==> config.mk <==
export PLATFORM = sky130hd
export DESIGN_NAME = dht_ring_successor_finger_engine_unit_flat
export DESIGN_NICKNAME = d
export VERILOG_FILES = /design/src/hdl/dhtfe_pkg.sv /design/src/hdl/dhtfe_if.sv /design/src/hdl/dht_ring_successor_finger_engine_unit.sv /design/src/hdl/dhtfe_ram.sv /design/src/hdl/dhtfe_front.sv /design/src/hdl/dhtfe_fifo.sv /design/src/hdl/dhtfe_back.sv /design/src/flat_wrapper.sv
export SDC_FILE = /design/constraint.sdc
export NUM_CORES = 1
export LEC_CHECK = 0
export BUFFER_PORTS_ARGS = -buffer_cell sky130_fd_sc_hd__buf_2
export CAP_MARGIN = 20
export CORE_UTILIZATION = 45
export DETAILED_ROUTE_END_ITERATION = 8
export GPL_TIMING_DRIVEN = 0
export PLACE_DENSITY_LB_ADDON = 0.12
export RECOVER_POWER = 100
export SETUP_SLACK_MARGIN = 0.2
export SYNTH_ARGS = -nofsm -noshare
export SYNTH_HDL_FRONTEND = slang
export SYNTH_SLANG_ARGS = --single-unit
==> constraint.sdc <==
create_clock -name clock -period 4.1 [get_ports clock]
set_input_delay 0.82 -clock clock [delete_from_list [all_inputs] [get_ports clock]]
set_output_delay 0.82 -clock clock [all_outputs]
set_load 0.02 [all_outputs]
==> src/hdl/dhtfe_pkg.sv <==
// Shared codes, field widths and types for the ring successor engine
`default_nettype none
package dhtfe_pkg;

   localparam int FUNC_W   = 2;
   localparam int NODE_W   = 8;
   localparam int KEY_W    = 8;
   localparam int FIDX_W   = 3;
   localparam int RESULT_W = 8;
   localparam int STATUS_W = 3;
   localparam int TOTAL_W  = 9;

   typedef enum logic [FUNC_W-1:0] {
      FUNC_JOIN   = 2'd0,
      FUNC_LEAVE  = 2'd1,
      FUNC_LOCATE = 2'd2,
      FUNC_FINGER = 2'd3
   } func_type;

   typedef enum logic [STATUS_W-1:0] {
      STATUS_OK     = 3'd0,
      STATUS_DUP    = 3'd1,
      STATUS_FULL   = 3'd2,
      STATUS_ABSENT = 3'd3,
      STATUS_EMPTY  = 3'd4
   } status_type;

endpackage
`default_nettype wire

==> src/hdl/dhtfe_if.sv <==
// Request and response channel interfaces
`default_nettype none
interface dhtfe_req_if;
   import dhtfe_pkg::*;
   logic                valid;
   logic                ready;
   logic [FUNC_W-1:0]   func;
   logic [NODE_W-1:0]   node_id;
   logic [KEY_W-1:0]    key;
   logic [FIDX_W-1:0]   finger_index;

   modport source (output valid, func, node_id, key, finger_index, input ready);
   modport sink   (input valid, func, node_id, key, finger_index, output ready);
endinterface

interface dhtfe_rsp_if;
   import dhtfe_pkg::*;
   logic                valid;
   logic                ready;
   logic [RESULT_W-1:0] result_node;
   logic [STATUS_W-1:0] status;
   logic [TOTAL_W-1:0]  member_total;

   modport source (output valid, result_node, status, member_total, input ready);
   modport sink   (input valid, result_node, status, member_total, output ready);
endinterface
`default_nettype wire

==> src/hdl/dht_ring_successor_finger_engine_unit.sv <==
// Top level of the identifier ring membership and successor engine
//
//   channel  dir  handshake      beat
//   req_if   in   valid/ready    func, node_id, key, finger_index
//   rsp_if   out  valid/ready    result_node, status, member_total
//
// Join, leave and refused requests finish in the check state, once the map word of the queue head is read.
// Locate and finger then scan the map one 16-bit word at a time (narrower words
// for tiny rings), at most one full wrap plus the start word again.
// After reset a clearing pass zeroes all 2^(ID_BITS-4) map words (two for ID_BITS
// below 5); req_if is not ready during it.
// A result is held until taken; a two-beat queue keeps req_if open meanwhile.
`default_nettype none
module dht_ring_successor_finger_engine_unit #(
   parameter int ID_BITS = 8
) (
   input wire logic    clock,
   input wire logic    reset,
   dhtfe_req_if.sink   req_if,
   dhtfe_rsp_if.source rsp_if
);
   import dhtfe_pkg::*;

   localparam int ITEM_W = FUNC_W + 2 * ID_BITS;

   logic              push_valid, push_ready;
   logic [ITEM_W-1:0] push_data, head_data;
   logic              head_valid, head_pop, clearing;

   dhtfe_front #(
      .ID_BITS (ID_BITS)
   ) u_front (
      .req_if     (req_if),
      .clearing   (clearing),
      .push_ready (push_ready),
      .push_valid (push_valid),
      .push_data  (push_data)
   );

   dhtfe_fifo #(
      .WIDTH (ITEM_W),
      .DEPTH (2)
   ) u_fifo (
      .clock      (clock),
      .reset      (reset),
      .push_valid (push_valid),
      .push_data  (push_data),
      .push_ready (push_ready),
      .pop        (head_pop),
      .head_valid (head_valid),
      .head_data  (head_data)
   );

   dhtfe_back #(
      .ID_BITS (ID_BITS)
   ) u_back (
      .clock      (clock),
      .reset      (reset),
      .head_valid (head_valid),
      .head_data  (head_data),
      .head_pop   (head_pop),
      .clearing   (clearing),
      .rsp_if     (rsp_if)
   );
endmodule
`default_nettype wire

==> src/hdl/dhtfe_ram.sv <==
// Generic single-write, single-read RAM with registered read data
`default_nettype none
module dhtfe_ram #(
   parameter int WIDTH = 16,
   parameter int DEPTH = 16
) (
   input  wire logic                     clock,
   input  wire logic                     wr_en,
   input  wire logic [$clog2(DEPTH)-1:0] wr_addr,
   input  wire logic [WIDTH-1:0]         wr_data,
   input  wire logic [$clog2(DEPTH)-1:0] rd_addr,
   output logic      [WIDTH-1:0]         rd_data
);
   logic [WIDTH-1:0] mem_ff [DEPTH];
   logic [WIDTH-1:0] rd_data_ff;

   always_ff @(posedge clock) begin
      if (wr_en) begin
         mem_ff[wr_addr] <= wr_data;
      end
      rd_data_ff <= mem_ff[rd_addr];
   end

   assign rd_data = rd_data_ff;
endmodule
`default_nettype wire

==> src/hdl/dhtfe_front.sv <==
// Front end: takes request beats, reduces identifiers and forms the search target
`default_nettype none
module dhtfe_front #(
   parameter int ID_BITS = 8
) (
   dhtfe_req_if.sink                  req_if,
   input  wire logic                  clearing,
   input  wire logic                  push_ready,
   output logic                       push_valid,
   output logic [2+2*ID_BITS-1:0]     push_data
);
   import dhtfe_pkg::*;

   logic [ID_BITS-1:0] node;
   logic [ID_BITS-1:0] key_r;
   logic [ID_BITS-1:0] offset;
   logic [ID_BITS-1:0] target;

   always_comb begin
      node   = ID_BITS'(req_if.node_id);
      key_r  = ID_BITS'(req_if.key);
      // offsets at or beyond the ring width shift out to zero
      offset = ID_BITS'(1) << req_if.finger_index;
      if (func_type'(req_if.func) == FUNC_LOCATE) begin
         target = key_r;
      end else begin
         target = node + offset;
      end
   end

   assign req_if.ready = push_ready && !clearing;
   assign push_valid   = req_if.valid && !clearing;
   assign push_data    = {req_if.func, node, target};
endmodule
`default_nettype wire

==> src/hdl/dhtfe_fifo.sv <==
// Short queue between front and back ends
`default_nettype none
module dhtfe_fifo #(
   parameter int WIDTH = 18,
   parameter int DEPTH = 2
) (
   input  wire logic             clock,
   input  wire logic             reset,
   input  wire logic             push_valid,
   input  wire logic [WIDTH-1:0] push_data,
   output logic                  push_ready,
   input  wire logic             pop,
   output logic                  head_valid,
   output logic      [WIDTH-1:0] head_data
);
   localparam int PTR_W = $clog2(DEPTH);
   localparam int CNT_W = $clog2(DEPTH + 1);

   logic [WIDTH-1:0] slot_ff [DEPTH];
   logic [PTR_W-1:0] wr_ptr_ff, rd_ptr_ff;
   logic [CNT_W-1:0] fill_ff;
   logic             push;

   assign push_ready = fill_ff != CNT_W'(DEPTH);
   assign head_valid = fill_ff != '0;
   assign head_data  = slot_ff[rd_ptr_ff];
   assign push       = push_valid && push_ready;

   always_ff @(posedge clock) begin
      if (push) begin
         slot_ff[wr_ptr_ff] <= push_data;
      end
   end

   always_ff @(posedge clock) begin
      if (reset) begin
         wr_ptr_ff <= '0;
         rd_ptr_ff <= '0;
         fill_ff   <= '0;
      end else begin
         if (push) begin
            wr_ptr_ff <= (wr_ptr_ff == PTR_W'(DEPTH - 1)) ? '0 : wr_ptr_ff + 1'b1;
         end
         if (pop) begin
            rd_ptr_ff <= (rd_ptr_ff == PTR_W'(DEPTH - 1)) ? '0 : rd_ptr_ff + 1'b1;
         end
         if (push && !pop) begin
            fill_ff <= fill_ff + 1'b1;
         end else if (pop && !push) begin
            fill_ff <= fill_ff - 1'b1;
         end
      end
   end
endmodule
`default_nettype wire

==> src/hdl/dhtfe_back.sv <==
// Back end: membership checks, map updates and word-wise successor scan
`default_nettype none
module dhtfe_back #(
   parameter int ID_BITS = 8
) (
   input  wire logic                   clock,
   input  wire logic                   reset,
   input  wire logic                   head_valid,
   input  wire logic [2+2*ID_BITS-1:0] head_data,
   output logic                        head_pop,
   output logic                        clearing,
   dhtfe_rsp_if.source                 rsp_if
);
   import dhtfe_pkg::*;

   localparam int RING     = 1 << ID_BITS;
   localparam int WORD_LOG = (ID_BITS > 4) ? 4 : ID_BITS - 1;
   localparam int WORD_W   = 1 << WORD_LOG;
   localparam int ADDR_W   = ID_BITS - WORD_LOG;
   localparam int DEPTH    = 1 << ADDR_W;
   localparam int CNT_W    = ID_BITS + 1;

   typedef enum logic [1:0] {
      S_CLEAR,
      S_IDLE,
      S_CHECK,
      S_SCAN
   } state_type;

   state_type            state_ff, state_in;
   func_type             func_ff;
   logic [ID_BITS-1:0]   node_ff, target_ff;
   logic [ADDR_W-1:0]    clr_addr_ff;
   logic [ADDR_W-1:0]    scan_addr_ff, scan_addr_in;
   logic                 first_ff, first_in;
   logic [CNT_W-1:0]     count_ff, count_in;
   logic                 rsp_valid_ff;
   logic [RESULT_W-1:0]  result_ff;
   status_type           status_ff;
   logic [TOTAL_W-1:0]   total_ff;

   func_type             head_func;
   logic [ID_BITS-1:0]   head_node, head_target;
   logic                 wr_en;
   logic [ADDR_W-1:0]    wr_addr, rd_addr;
   logic [WORD_W-1:0]    wr_data, rd_data;
   logic [WORD_W-1:0]    node_onehot, scan_mask, masked;
   logic [WORD_LOG-1:0]  low_idx;
   logic                 node_bit, found, ring_full, fin;
   status_type           status_in;
   logic [ID_BITS-1:0]   result_in;

   dhtfe_ram #(
      .WIDTH (WORD_W),
      .DEPTH (DEPTH)
   ) u_map (
      .clock   (clock),
      .wr_en   (wr_en),
      .wr_addr (wr_addr),
      .wr_data (wr_data),
      .rd_addr (rd_addr),
      .rd_data (rd_data)
   );

   assign head_func   = func_type'(head_data[2+2*ID_BITS-1 -: 2]);
   assign head_node   = head_data[2*ID_BITS-1 -: ID_BITS];
   assign head_target = head_data[ID_BITS-1:0];
   assign head_pop    = (state_ff == S_IDLE) && head_valid && !rsp_valid_ff;
   assign clearing    = state_ff == S_CLEAR;

   assign node_bit    = rd_data[node_ff[WORD_LOG-1:0]];
   assign node_onehot = WORD_W'(1) << node_ff[WORD_LOG-1:0];
   assign ring_full   = count_ff == CNT_W'(RING);
   // first word of a scan ignores positions below the target
   assign scan_mask   = first_ff ? ({WORD_W{1'b1}} << target_ff[WORD_LOG-1:0])
                                 : {WORD_W{1'b1}};
   assign masked      = rd_data & scan_mask;
   assign found       = |masked;

   always_comb begin
      low_idx = '0;
      for (int i = WORD_W - 1; i >= 0; i--) begin
         if (masked[i]) begin
            low_idx = WORD_LOG'(i);
         end
      end
   end

   always_comb begin
      state_in     = state_ff;
      count_in     = count_ff;
      first_in     = first_ff;
      scan_addr_in = scan_addr_ff;
      fin          = 1'b0;
      status_in    = STATUS_OK;
      result_in    = '0;
      wr_en        = 1'b0;
      wr_addr      = node_ff[ID_BITS-1:WORD_LOG];
      wr_data      = rd_data;
      rd_addr      = head_node[ID_BITS-1:WORD_LOG];
      case (state_ff)
         S_CLEAR: begin
            wr_en   = 1'b1;
            wr_addr = clr_addr_ff;
            wr_data = '0;
            if (clr_addr_ff == {ADDR_W{1'b1}}) begin
               state_in = S_IDLE;
            end
         end
         S_IDLE: begin
            if (head_pop) begin
               state_in = S_CHECK;
            end
         end
         S_CHECK: begin
            case (func_ff)
               FUNC_JOIN: begin
                  fin = 1'b1;
                  if (ring_full) begin
                     status_in = STATUS_FULL;
                  end else if (node_bit) begin
                     status_in = STATUS_DUP;
                  end else begin
                     wr_en    = 1'b1;
                     wr_data  = rd_data | node_onehot;
                     count_in = count_ff + 1'b1;
                  end
               end
               FUNC_LEAVE: begin
                  fin = 1'b1;
                  if (!node_bit) begin
                     status_in = STATUS_ABSENT;
                  end else begin
                     wr_en    = 1'b1;
                     wr_data  = rd_data & ~node_onehot;
                     count_in = count_ff - 1'b1;
                  end
               end
               default: begin
                  if (count_ff == '0) begin
                     fin       = 1'b1;
                     status_in = STATUS_EMPTY;
                  end else if (!node_bit) begin
                     fin       = 1'b1;
                     status_in = STATUS_ABSENT;
                  end else begin
                     state_in     = S_SCAN;
                     first_in     = 1'b1;
                     scan_addr_in = target_ff[ID_BITS-1:WORD_LOG];
                     rd_addr      = target_ff[ID_BITS-1:WORD_LOG];
                  end
               end
            endcase
            if (fin) begin
               state_in = S_IDLE;
            end
         end
         S_SCAN: begin
            if (found) begin
               fin       = 1'b1;
               result_in = {scan_addr_ff, low_idx};
               state_in  = S_IDLE;
            end else begin
               first_in     = 1'b0;
               scan_addr_in = scan_addr_ff + 1'b1;
               rd_addr      = scan_addr_in;
            end
         end
         default: begin
            state_in = S_IDLE;
         end
      endcase
   end

   always_ff @(posedge clock) begin
      if (reset) begin
         state_ff     <= S_CLEAR;
         clr_addr_ff  <= '0;
         count_ff     <= '0;
         rsp_valid_ff <= 1'b0;
         first_ff     <= 1'b0;
      end else begin
         state_ff <= state_in;
         count_ff <= count_in;
         first_ff <= first_in;
         if (state_ff == S_CLEAR) begin
            clr_addr_ff <= clr_addr_ff + 1'b1;
         end
         if (fin) begin
            rsp_valid_ff <= 1'b1;
            result_ff    <= RESULT_W'(result_in);
            status_ff    <= status_in;
            total_ff     <= TOTAL_W'(count_in);
         end else if (rsp_if.ready) begin
            rsp_valid_ff <= 1'b0;
         end
      end
   end

   always_ff @(posedge clock) begin
      scan_addr_ff <= scan_addr_in;
      if (head_pop) begin
         func_ff   <= head_func;
         node_ff   <= head_node;
         target_ff <= head_target;
      end
   end

   assign rsp_if.valid        = rsp_valid_ff;
   assign rsp_if.result_node  = result_ff;
   assign rsp_if.status       = status_ff;
   assign rsp_if.member_total = total_ff;
endmodule
`default_nettype wire
==> src/flat_wrapper.sv <==
// flat-port wrapper written by rule: the top's interface ports become plain ports
module dht_ring_successor_finger_engine_unit_flat import dhtfe_pkg::*;
#(
   parameter int ID_BITS = 8
)
  (clock, reset, req_if_valid, req_if_func, req_if_node_id, req_if_key, req_if_finger_index, req_if_ready, rsp_if_valid, rsp_if_result_node, rsp_if_status, rsp_if_member_total, rsp_if_ready);
  dhtfe_req_if req_if_i ();
  dhtfe_rsp_if rsp_if_i ();
  input wire logic clock;
  input wire logic reset;
  input wire logic [$bits(req_if_i.valid)-1:0] req_if_valid;
  input wire logic [$bits(req_if_i.func)-1:0] req_if_func;
  input wire logic [$bits(req_if_i.node_id)-1:0] req_if_node_id;
  input wire logic [$bits(req_if_i.key)-1:0] req_if_key;
  input wire logic [$bits(req_if_i.finger_index)-1:0] req_if_finger_index;
  output wire logic [$bits(req_if_i.ready)-1:0] req_if_ready;
  output wire logic [$bits(rsp_if_i.valid)-1:0] rsp_if_valid;
  output wire logic [$bits(rsp_if_i.result_node)-1:0] rsp_if_result_node;
  output wire logic [$bits(rsp_if_i.status)-1:0] rsp_if_status;
  output wire logic [$bits(rsp_if_i.member_total)-1:0] rsp_if_member_total;
  input wire logic [$bits(rsp_if_i.ready)-1:0] rsp_if_ready;
  assign req_if_i.valid = req_if_valid;
  assign req_if_i.func = req_if_func;
  assign req_if_i.node_id = req_if_node_id;
  assign req_if_i.key = req_if_key;
  assign req_if_i.finger_index = req_if_finger_index;
  assign req_if_ready = req_if_i.ready;
  assign rsp_if_valid = rsp_if_i.valid;
  assign rsp_if_result_node = rsp_if_i.result_node;
  assign rsp_if_status = rsp_if_i.status;
  assign rsp_if_member_total = rsp_if_i.member_total;
  assign rsp_if_i.ready = rsp_if_ready;
  dht_ring_successor_finger_engine_unit #(.ID_BITS(ID_BITS)) u_core (.clock(clock), .reset(reset), .req_if(req_if_i), .rsp_if(rsp_if_i));
endmodule
# == Word-level counts from Yosys, hierarchy flattened ==
# Memory sizes are Yosys's and may differ from the RTL's. A register that Yosys moved wholly into a read port is not among the register bits.
# Index checks and enable logic that the tools add are counted.
# totals
word_cells,167
output_inout_bits,22
regBits,63
inputBits,25
n_memories,2
ramBits,292
# classes
n_eq_ne,18
n_lt_le_gt_ge,1
muxes,80
n_shift,3
bitwise_logic,7
reduce_logical,28
addsub,9
# memory_table
memory,words,word_bits,rd,rd_clocked_by_memory_dff,wr,line_no,text
u_core.u_back.u_map.mem_ff,16,16,1,1,1,dhtfe_ram.sv:14,logic [WIDTH-1:0] mem_ff [DEPTH];
u_core.u_fifo.slot_ff,2,18,1,1,1,dhtfe_fifo.sv:19,logic [WIDTH-1:0] slot_ff [DEPTH];
# ops
operator,count
$mux 4,17
$mux 16,4
$pmux 16 s2,2
$mux 9,4
$and 16x16->16,2
$mux 2,13
$mux 1,24
$pmux 9 s2,1
$not 16->16,1
$or 16x16->16,1
$pmux 4 s2,2
$reduce_or 16->1,1
$shl 1x4->16 const A,1
$shl 16x4->16 const A,1
$mux 3,5
$ne 2x2->1 const B,7
$reduce_or 10->1,1
$add 9x1->9 const B,1
$eq 9x9->1 const B,1
$logic_not 9->1,1
$ne 3x3->1 const B,3
$sub 9x1->9 const B,1
$add 4x1->4 const B,2
$add 8x8->8,1
26 further kinds,49

# == Longest topological paths before layout ==
# Gate-level depths: netlist (run 1).
# depth
depth_word,18
mapped_depth,13
ltp_nobuf,11

# == Cells and area by module ==
# From an unflattened synthesis (run 1), not the netlist that was laid out.
# hier_totals
cells_unflattened,994
area_unflattened_um2,15955.3
# by_module_without_submodules
module,area_each_um2,cells_per_inst,seq_area_each_um2,n_inst
dhtfe_ram,10042.1,432,8007.7,1
dhtfe_back,3827.4,407,1601.5,1
dhtfe_fifo,1525.2,80,1181.1,1
dhtfe_front,560.5,75,0.0,1

# == Least setup slack after synthesis (run 1) ==
# No wires, ideal clock.
# synth_timing
path_kind,register to register
start,reg u_core.u_back.node_ff[1]
end,mem u_core.u_back.u_map.mem_ff[15][0] (enable)
required_time_ps,3712
setup_slack_ps,785
path_buffers,1
t_arrival_ps,2927
synth_period_minus_slack_ps,3315
stages_incl_launch_ff,10
path_cell_list,edfxtp_1 -> buf_4 -> nor2_1 -> a32oi_1 -> and3_1 -> nor4b_1 -> o21a_1 -> nand2_1 -> o31a_1 -> nor2_1
# synth_between
elab_chain_len,8
word_cells_on_any_way,9
cone_classes,9 x mux
# synth_lines
element,line_no,text
"start, declared",dhtfe_back.sv:32,"logic [ID_BITS-1:0] node_ff, target_ff;"
"start signal, assigned",dhtfe_back.sv:204,node_ff <= head_node;
$bmux 1 s4 (*),dhtfe_back.sv:71,assign node_bit = rd_data[node_ff[WORD_LOG-1:0]];
$mux 1 (not written as such) (*),dhtfe_back.sv:71,
$mux 1,dhtfe_back.sv:121,end else if (node_bit) begin
$mux 1,dhtfe_back.sv:119,if (ring_full) begin
$pmux 1 s2 (*),dhtfe_back.sv:116,case (func_ff)
$pmux 1 s2 (*),dhtfe_back.sv:101,case (state_ff)
$mux 1 (*),dhtfe_ram.sv:18,if (wr_en) begin
$mux 1 (not written as such) (*),dhtfe_ram.sv:19,mem_ff[wr_addr] <= wr_data;
"end, declared",dhtfe_ram.sv:14,
# Mark *: on every way between the ends. The rest lies on a longest branch, timed or not. The select of a mux whose other input is x is not followed.

# == Final worst setup path (run 1) ==
# layout_timing
start,reg u_core.u_back.target_ff[3]
end,"reg u_core.u_back.u_map.rd_data_ff[12], in the netlist u_core.u_back.u_map.rd_data[12], read port of u_core.u_back.u_map.mem_ff"
# layout_between
elab_chain_len,6
# layout_lines
element,line_no,text
"start, declared",dhtfe_back.sv:32,
"start signal, assigned",dhtfe_back.sv:205,target_ff <= head_target;
$shl 16x4->16,dhtfe_back.sv:75,assign scan_mask = first_ff ? ({WORD_W{1'b1}} << target_ff[WORD_LOG-1:0])
$mux 16,dhtfe_back.sv:75,
$and 16x16->16,dhtfe_back.sv:77,assign masked = rd_data & scan_mask;
$reduce_or 16->1,dhtfe_back.sv:78,assign found = |masked;
$mux 4,dhtfe_back.sv:159,if (found) begin
$pmux 4 s2,dhtfe_back.sv:101,
"end, declared",dhtfe_ram.sv:15,logic [WIDTH-1:0] rd_data_ff;
# Every way passes these cells.
# A chain may end at the register's enable or synchronous reset.

==> impl_metrics.toml, run 1 <==
[outcome]
status = "finished, final reports clean"

[finish]
final_cells = 1706
nFillCells = 2926
nets = 1262
final_area_um2 = 18160
drive_gt1_frac = 0.1240
final_cell_mix = "edfxtp_1 (334), mux2i_1 (139), clkbuf_1 (73)"
seqCellArea_um2 = 10790
layout.cells.most_common = "edfxtp_1"
syn2layout_area_growth_pct = 14.34
multiInputGateArea_um2 = 4833

[placed_design]
port_buffers = 46
dp_cells = 1631
gp_congestion = 0.8878
dpl.hpwl_um = 25450
placed_area_um2 = 16980

[synthesis]
syn_area_um2 = 15890
synth_seq_cells = 372
ys_types = 64
synth_area_per_cell_um2 = 14.35
synthCells = 1107
synth_nets = 1150
synth_edf_count = 334
seq_area_frac_synth = 0.6792
yosys_warnings = 0
async_flop_share = 0
ys.flop_type = "edfxtp_1"

[sta]
slew_violations = 0
fmax_mhz = 264.6
finalCritPeriodShare = 0.9217
tightest_slew_ps = 1012
report.final.hold_viol_count = 0
post-route-min-period_ps = 3779
maxSlewHeadroom = 0.3253
final-setup-viol-count = 0
fin_skew_ps = 15.72
rsz0062_at_grt = "false"
fin_setup_tns_ps = 0

[die]
boundaryPins = 47
core_um2 = 34630
die-area_um2 = 36060
core.rowCount = 68
start_util = 0.4588
die_h_um = 189.9
die_x_um = 189.9

[cts]
cts_hold_buf = 0
clockBufferDepth = 3
cts-htree-levels = 2
clk_pin_slew_ps = 60
cts_root_buffer = "clkbuf_16"
cts.sinks = 372
cts_tree = "built"
numCtsBuffers = 40
clock_latency_ps = 540

[worst_setup_path]
end_kind = "flop"
cp.required_ps = 4490
r2r_start = "u_core.u_back.target_ff[3]$_DFFE_PP_"
crit_chain = "buf_2, nand2_1, o21ai_0, and4_1, a41oi_1, o21bai_4, a221o_1, nand3_2, clkbuf_2, o22ai_1, or4_1"
reg2reg_depth = 11
critPathTopFamily = "compound AO/OA/AOI/OAI gates"
rrSetupSlack_ps = 320
worst-path-buf-inv = 2
max_stage_delay_ps = 460
critPathKind = "flop to flop"
r2r_end = "u_core.u_back.u_map.rd_data[12]$_DFF_P_"
slowest_stage = "or4_1"
critical_path_arrival_ps = 4170
cp_num_cells = 11
critPathMaxFanout = 10
startpoint_type = "flop"

[global_routing]
grt_pass1_wl_um = 54520
grt_pass1_vias = 9140
antenna_found_initial = 2
grt_max_degree = 21
track_usage = 0.2029
grt_overflow = 0

[drt]
vias_per_cell = 5.567
vias = 9498
drt-initial-drc-count = 625
routedWlPerCell_um = 21.02
dr.pass1.iters = 6
wl_um = 35860
drc = 0
ant_nets = 0

[power_and_ir_drop]
leakagePower_uw = 0.006479
ir_drop_v = 0.0002881
pwr_density_cell_nw_per_um2 = 483.4

[worst_hold_path]
holdCritStartpoint = "u_core.u_fifo.rd_ptr_ff$_SDFFE_PP0P_"
hold_depth = 2
hp-class = "flop to flop"
min_to = "u_core.u_fifo.rd_ptr_ff$_SDFFE_PP0P_"

[job]
maxCapViolations = 0
[flip-flops by register name, summed over array words and instances (netlist names), named ones only]
name,cells
u_core.u_back.rsp_if.valid,1
u_core.u_back.func_ff,2
u_core.u_back.scan_addr_ff,4
u_core.u_back.u_map.mem_ff,256
u_core.u_back.rsp_if.status,3
u_core.u_fifo.fill_ff,2
u_core.u_back.u_map.rd_data,16
u_core.u_back.target_ff,8
u_core.u_back.count_ff,9
u_core.u_fifo.wr_ptr_ff,1
u_core.u_back.state_ff,2
u_core.u_fifo.slot_ff,36
u_core.u_fifo.rd_ptr_ff,1
u_core.u_back.first_ff,1
u_core.u_back.rsp_if.result_node,8
u_core.u_back.clr_addr_ff,4
u_core.u_back.rsp_if.member_total,9
u_core.u_back.node_ff,8
[worst max path at each step]
stage,from,end,slack (ps)
floorplan,u_core.u_back.node_ff[1]$_DFFE_PP_,u_core.u_back.u_map.mem_ff[15][0]$_DFFE_PP_,780
global placement,u_core.u_back.node_ff[1]$_DFFE_PP_,u_core.u_back.u_map.mem_ff[13][8]$_DFFE_PP_,-510
detailed placement,u_core.u_back.count_ff[0]$_SDFF_PP0_,u_core.u_back.u_map.rd_data[12]$_DFF_P_,10
CTS,u_core.u_back.node_ff[0]$_DFFE_PP_,u_core.u_back.u_map.mem_ff[15][7]$_DFFE_PP_,-3
global route,u_core.u_back.state_ff[0]$_SDFFE_PP0P_,u_core.u_back.u_map.mem_ff[7][2]$_DFFE_PP_,110
finish,u_core.u_back.target_ff[3]$_DFFE_PP_,u_core.u_back.u_map.rd_data[12]$_DFF_P_,320
[what timing repair did]
action | 4_1_cts | 5_1_grt
buffers inserted | 0 | 1
setup endpoints to repair | 43 | 136
pin swaps | 0 | 1
gates resized for setup | 5 | 26
[cells by family (layout without fill, tap and decap cells)]
group / after synthesis / after routing / share of synthesized area
AOI/OAI and AO/OA: 220 / 220 / 0.08987
xor gates and xnor gates: 24 / 24 / 0.01323
adders and majority gates: 18 / 18 / 0.01465
buffers and inverters: 75 / 218 / 0.02339
DFF: 372 / 372 / 0.6792
muxes: 159 / 159 / 0.1018
other: 0 / 1 / 0
and+or+nand+nor: 239 / 239 / 0.07789
[tightest hold or removal path, delay by kind of cell (launching register included)]
| kind | cells | cell delay, ps |
|---|---|---|
| XOR/XNOR | 1 | 80 |
| flip-flops | 1 | 330 |
| AND/OR/NAND/NOR | 1 | 70 |
[routing by layer]
metal / vias to the layer above / wire (um) / global-route usage
li1: 4536 / - / -
met1: 4664 / 17540 / 0.3051
met2: 229 / 15660 / 0.3022
met3: 69 / 1796 / 0.03044
met4: 0 / 861 / 0.06266
met5: - / 0 / 0
[synthesized netlist by cell type (7+ instances only)]
master	instances	share of area
nor4_1	9	0.0035
nor2_1	73	0.017
and2_1	8	0.0032
dfxtp_1	38	0.048
buf_2	12	0.0038
and3_1	9	0.0035
ha_1	17	0.013
nor2b_1	15	0.0059
mux2_2	20	0.014
nand3_1	20	0.0063
nand2_1	40	0.0095
buf_6	8	0.0057
nor3b_1	7	0.0033
o21ai_0	41	0.013
clkbuf_1	23	0.0054
o22ai_1	66	0.026
or4_1	16	0.0076
a31oi_1	8	0.0032
xnor2_1	12	0.0066
a21oi_1	38	0.012
nand4_1	8	0.0032
edfxtp_1	334	0.63
nand2b_1	9	0.0035
inv_1	27	0.0064
xor2_1	12	0.0066
mux2i_1	139	0.088
[cell type report]
class | instances | area share
antenna | 1 | 0.0001378
clock buffer | 59 | 0.06192
buffer | 48 | 0.01550
multi-input combinational | 660 | 0.2661
inverter | 27 | 0.005579
timing repair buffer | 70 | 0.01818
clock inverter | 14 | 0.007232
tap | 455 | 0.03134
sequential | 372 | 0.5940
[power by group]
part           switching [uW]  leakage [uW]  internal [uW]  total [uW]
logic                     522       0.00246            279         801
clock network            1400      0.000612           2030        3430
registers                 124       0.00341           4420        4540
[through the flow]
step / util / hold WS [ps] / worst slack (ps) / power (uW)
CTS: 0.5270 / 456.2 / -3.100 / 8878
finish: 0.5246 / 508.7 / 321.1 / 8781
detailed placement: 0.4903 / 492.2 / 9.989 / 5434
global placement: 0.4819 / 479.9 / -505.6 / 5383
floorplan: - / 471.5 / 784.6 / 5109
global route: 0.5245 / 515.3 / 106.9 / 9091
Power figures use the tool's default switching activity.
==> inputs of run 2 (changes only) <==
--- a/config.mk
+++ b/config.mk
@@ -7,6 +7,8 @@
 export LEC_CHECK = 0
 export BUFFER_PORTS_ARGS = -buffer_cell sky130_fd_sc_hd__buf_2
 export CAP_MARGIN = 20
+export CELL_PAD_IN_SITES_DETAIL_PLACEMENT = 0
+export CELL_PAD_IN_SITES_GLOBAL_PLACEMENT = 1
 export CORE_UTILIZATION = 45
 export DETAILED_ROUTE_END_ITERATION = 8
 export GPL_TIMING_DRIVEN = 0
==> constraint.sdc (replaced) <==
create_clock -name clock -period 3.7 [get_ports clock]
set_input_delay 0.74 -clock clock [delete_from_list [all_inputs] [get_ports clock]]
set_output_delay 0.74 -clock clock [all_outputs]
set_load 0.02 [all_outputs]
==> run 2 against run 1 <==
  * Utilization increased by 2.8 points
  * Global-route usage increased by 0.46 points
  * Count of clock-buffer cells in the layout decreased by 1
  * Critical endpoint is now u_core.u_back.u_map.rd_data[13]$_DFF_P_
  * Largest cell class unchanged
  * Largest power group unchanged
==> impl_metrics.toml, run 2 (synthesis gave the netlist of run 1 again) <==
[outcome]
status = "finished, final reports clean"

[global_routing]
grt_pass1_wl_um = 55440
antenna_found_initial = 3
grt_max_degree = 21
grt_overflow = 0
track_usage = 0.2075
grt_pass1_vias = 9196

[power_and_ir_drop]
leakagePower_uw = 0.006764
pwr_density_cell_nw_per_um2 = 515.2
ir_drop_v = 0.0003402
finalPower_uw = 9851

[sta]
post-route-min-period_ps = 3517
tightest_slew_ps = 1014
postLayoutSetupSlackWorst_ps = 183.0
fmax_mhz = 284.3
maxSlewHeadroom = 0.3237
slew_violations = 0
finalCritPeriodShare = 0.9505
report.final.hold_viol_count = 0
final-setup-viol-count = 0
rsz0062_at_grt = "true"
fin_skew_ps = 20.09

[job]
maxCapViolations = 0

[cts]
clockBufferDepth = 3
cts-htree-levels = 2
cts.sinks = 372
numCtsBuffers = 40
cts_tree = "built"
clk_pin_slew_ps = 60
clock_latency_ps = 550
cts_root_buffer = "clkbuf_16"

[die]
core_um2 = 34630
die-area_um2 = 36060
die_h_um = 189.9
die_x_um = 189.9
boundaryPins = 47
core.rowCount = 68
start_util = 0.4588

[drt]
ant_nets = 0
drt-initial-drc-count = 872
dr.pass1.iters = 5
vias_per_cell = 5.580
routedWlPerCell_um = 21.59
drc = 0
wl_um = 37500
vias = 9692

[finish]
nFillCells = 2824
layout.cells.most_common = "edfxtp_1"
seqCellArea_um2 = 10790
nets = 1294
multiInputGateArea_um2 = 5300
syn2layout_area_growth_pct = 20.36
regMostFlops = "u_core.u_back.u_map.mem_ff"
final_util = 0.5522
largest_reg_flops = 256
final_cell_mix = "edfxtp_1 (334), mux2i_1 (110), nor2_1 (67)"
drive_gt1_frac = 0.2036
antenna_cells = 0

[worst_setup_path]
critPathMaxFanout = 10
cp.required_ps = 4110
critPathKind = "flop to flop"
startpoint_type = "flop"
end_kind = "flop"
critical_path_arrival_ps = 3930

[placed_design]
dpl.hpwl_um = 26270
port_buffers = 46
gp_congestion = 0.8935
preCtsSetupSlack_ps = -443.3

[worst_hold_path]
hp-class = "input port to flop"
run 2: cell count changes in the layout (fill, tap and decap cells not counted), sizes merged:
cell | previous run | this run
bufinv | 2 | 1
inv | 28 | 29
clkinv | 11 | 12
buf | 42 | 72
diode | 1 | 0
clkbuf | 135 | 136
run 2: critical path, cell delays in order, from the launching register on:
cell and delay, ps:
edfxtp_1 460, buf_4 220, mux2i_1 120, a32oi_1 220
nand4_1 280, a21oi_4 300, o21bai_4 120, a221o_2 440
buf_12 190, buf_8 160, mux2i_1 200, o22ai_1 140
or4_1 520
run 2: layout make-up:
type,instances,area share
Buffer,48,0.02218
Clock buffer,58,0.05955
Clock inverter,15,0.006609
Inverter,27,0.005300
Multi-Input combinational cell,660,0.2772
Sequential cell,372,0.5645
Tap cell,455,0.02977
Timing Repair Buffer,102,0.03494
run 2: through the flow:
| stage | hold WS (ps) | area (um^2) | setup TNS [ps] | instances |
|---|---|---|---|---|
| after floorplan | 471.5 | 15890 | 0 | 1107 |
| after global placement | 473.8 | 16690 | -230240 | 1608 |
| after detailed placement | 486.7 | 17000 | -18590 | 1633 |
| after CTS | 389.2 | 18550 | 0 | 1717 |
| after global routing | 437.7 | 19120 | 0 | 1737 |
| final | 432.8 | 19120 | 0 | 1737 |
run 2: path summary, 6_finish.rpt:
kind,from,endpoint,slack (ps),cells past startpoint
min,req_if_func[0],u_core.u_fifo.slot_ff[0][16]$_DFFE_PP_,430,1
min reg2reg,u_core.u_back.rsp_if.valid$_SDFFE_PP0P_,u_core.u_back.rsp_if.valid$_SDFFE_PP0P_,490,2
max reg2reg,u_core.u_back.node_ff[2]$_DFFE_PP_,u_core.u_back.u_map.rd_data[13]$_DFF_P_,180,12
max,u_core.u_back.node_ff[2]$_DFFE_PP_,u_core.u_back.u_map.rd_data[13]$_DFF_P_,180,12
run 2: power breakdown:
part,internal (uW),switching [uW]
sequential,4900,164
clock,2220,1550
combinational,401,616
run 2: repair_timing:
item | CTS | global route
gates resized for setup | 52 | 135
pin swaps | 8 | 47
cloned | 0 | 4
endpoints found under the setup margin | 286 | 304
setup buffers | 11 | 15
hold buffers | 0 | 0
run 2: metal layers:
| layer | GRT usage | vias to the layer above | share of wire |
|---|---|---|---|
| met5 | 0 | - | 0 |
| met2 | 0.3165 | 258 | 0.45 |
| met4 | 0.05862 | 0 | 0.019 |
| li1 | - | 4597 | - |
| met1 | 0.3073 | 4791 | 0.48 |
| met3 | 0.03173 | 46 | 0.051 |
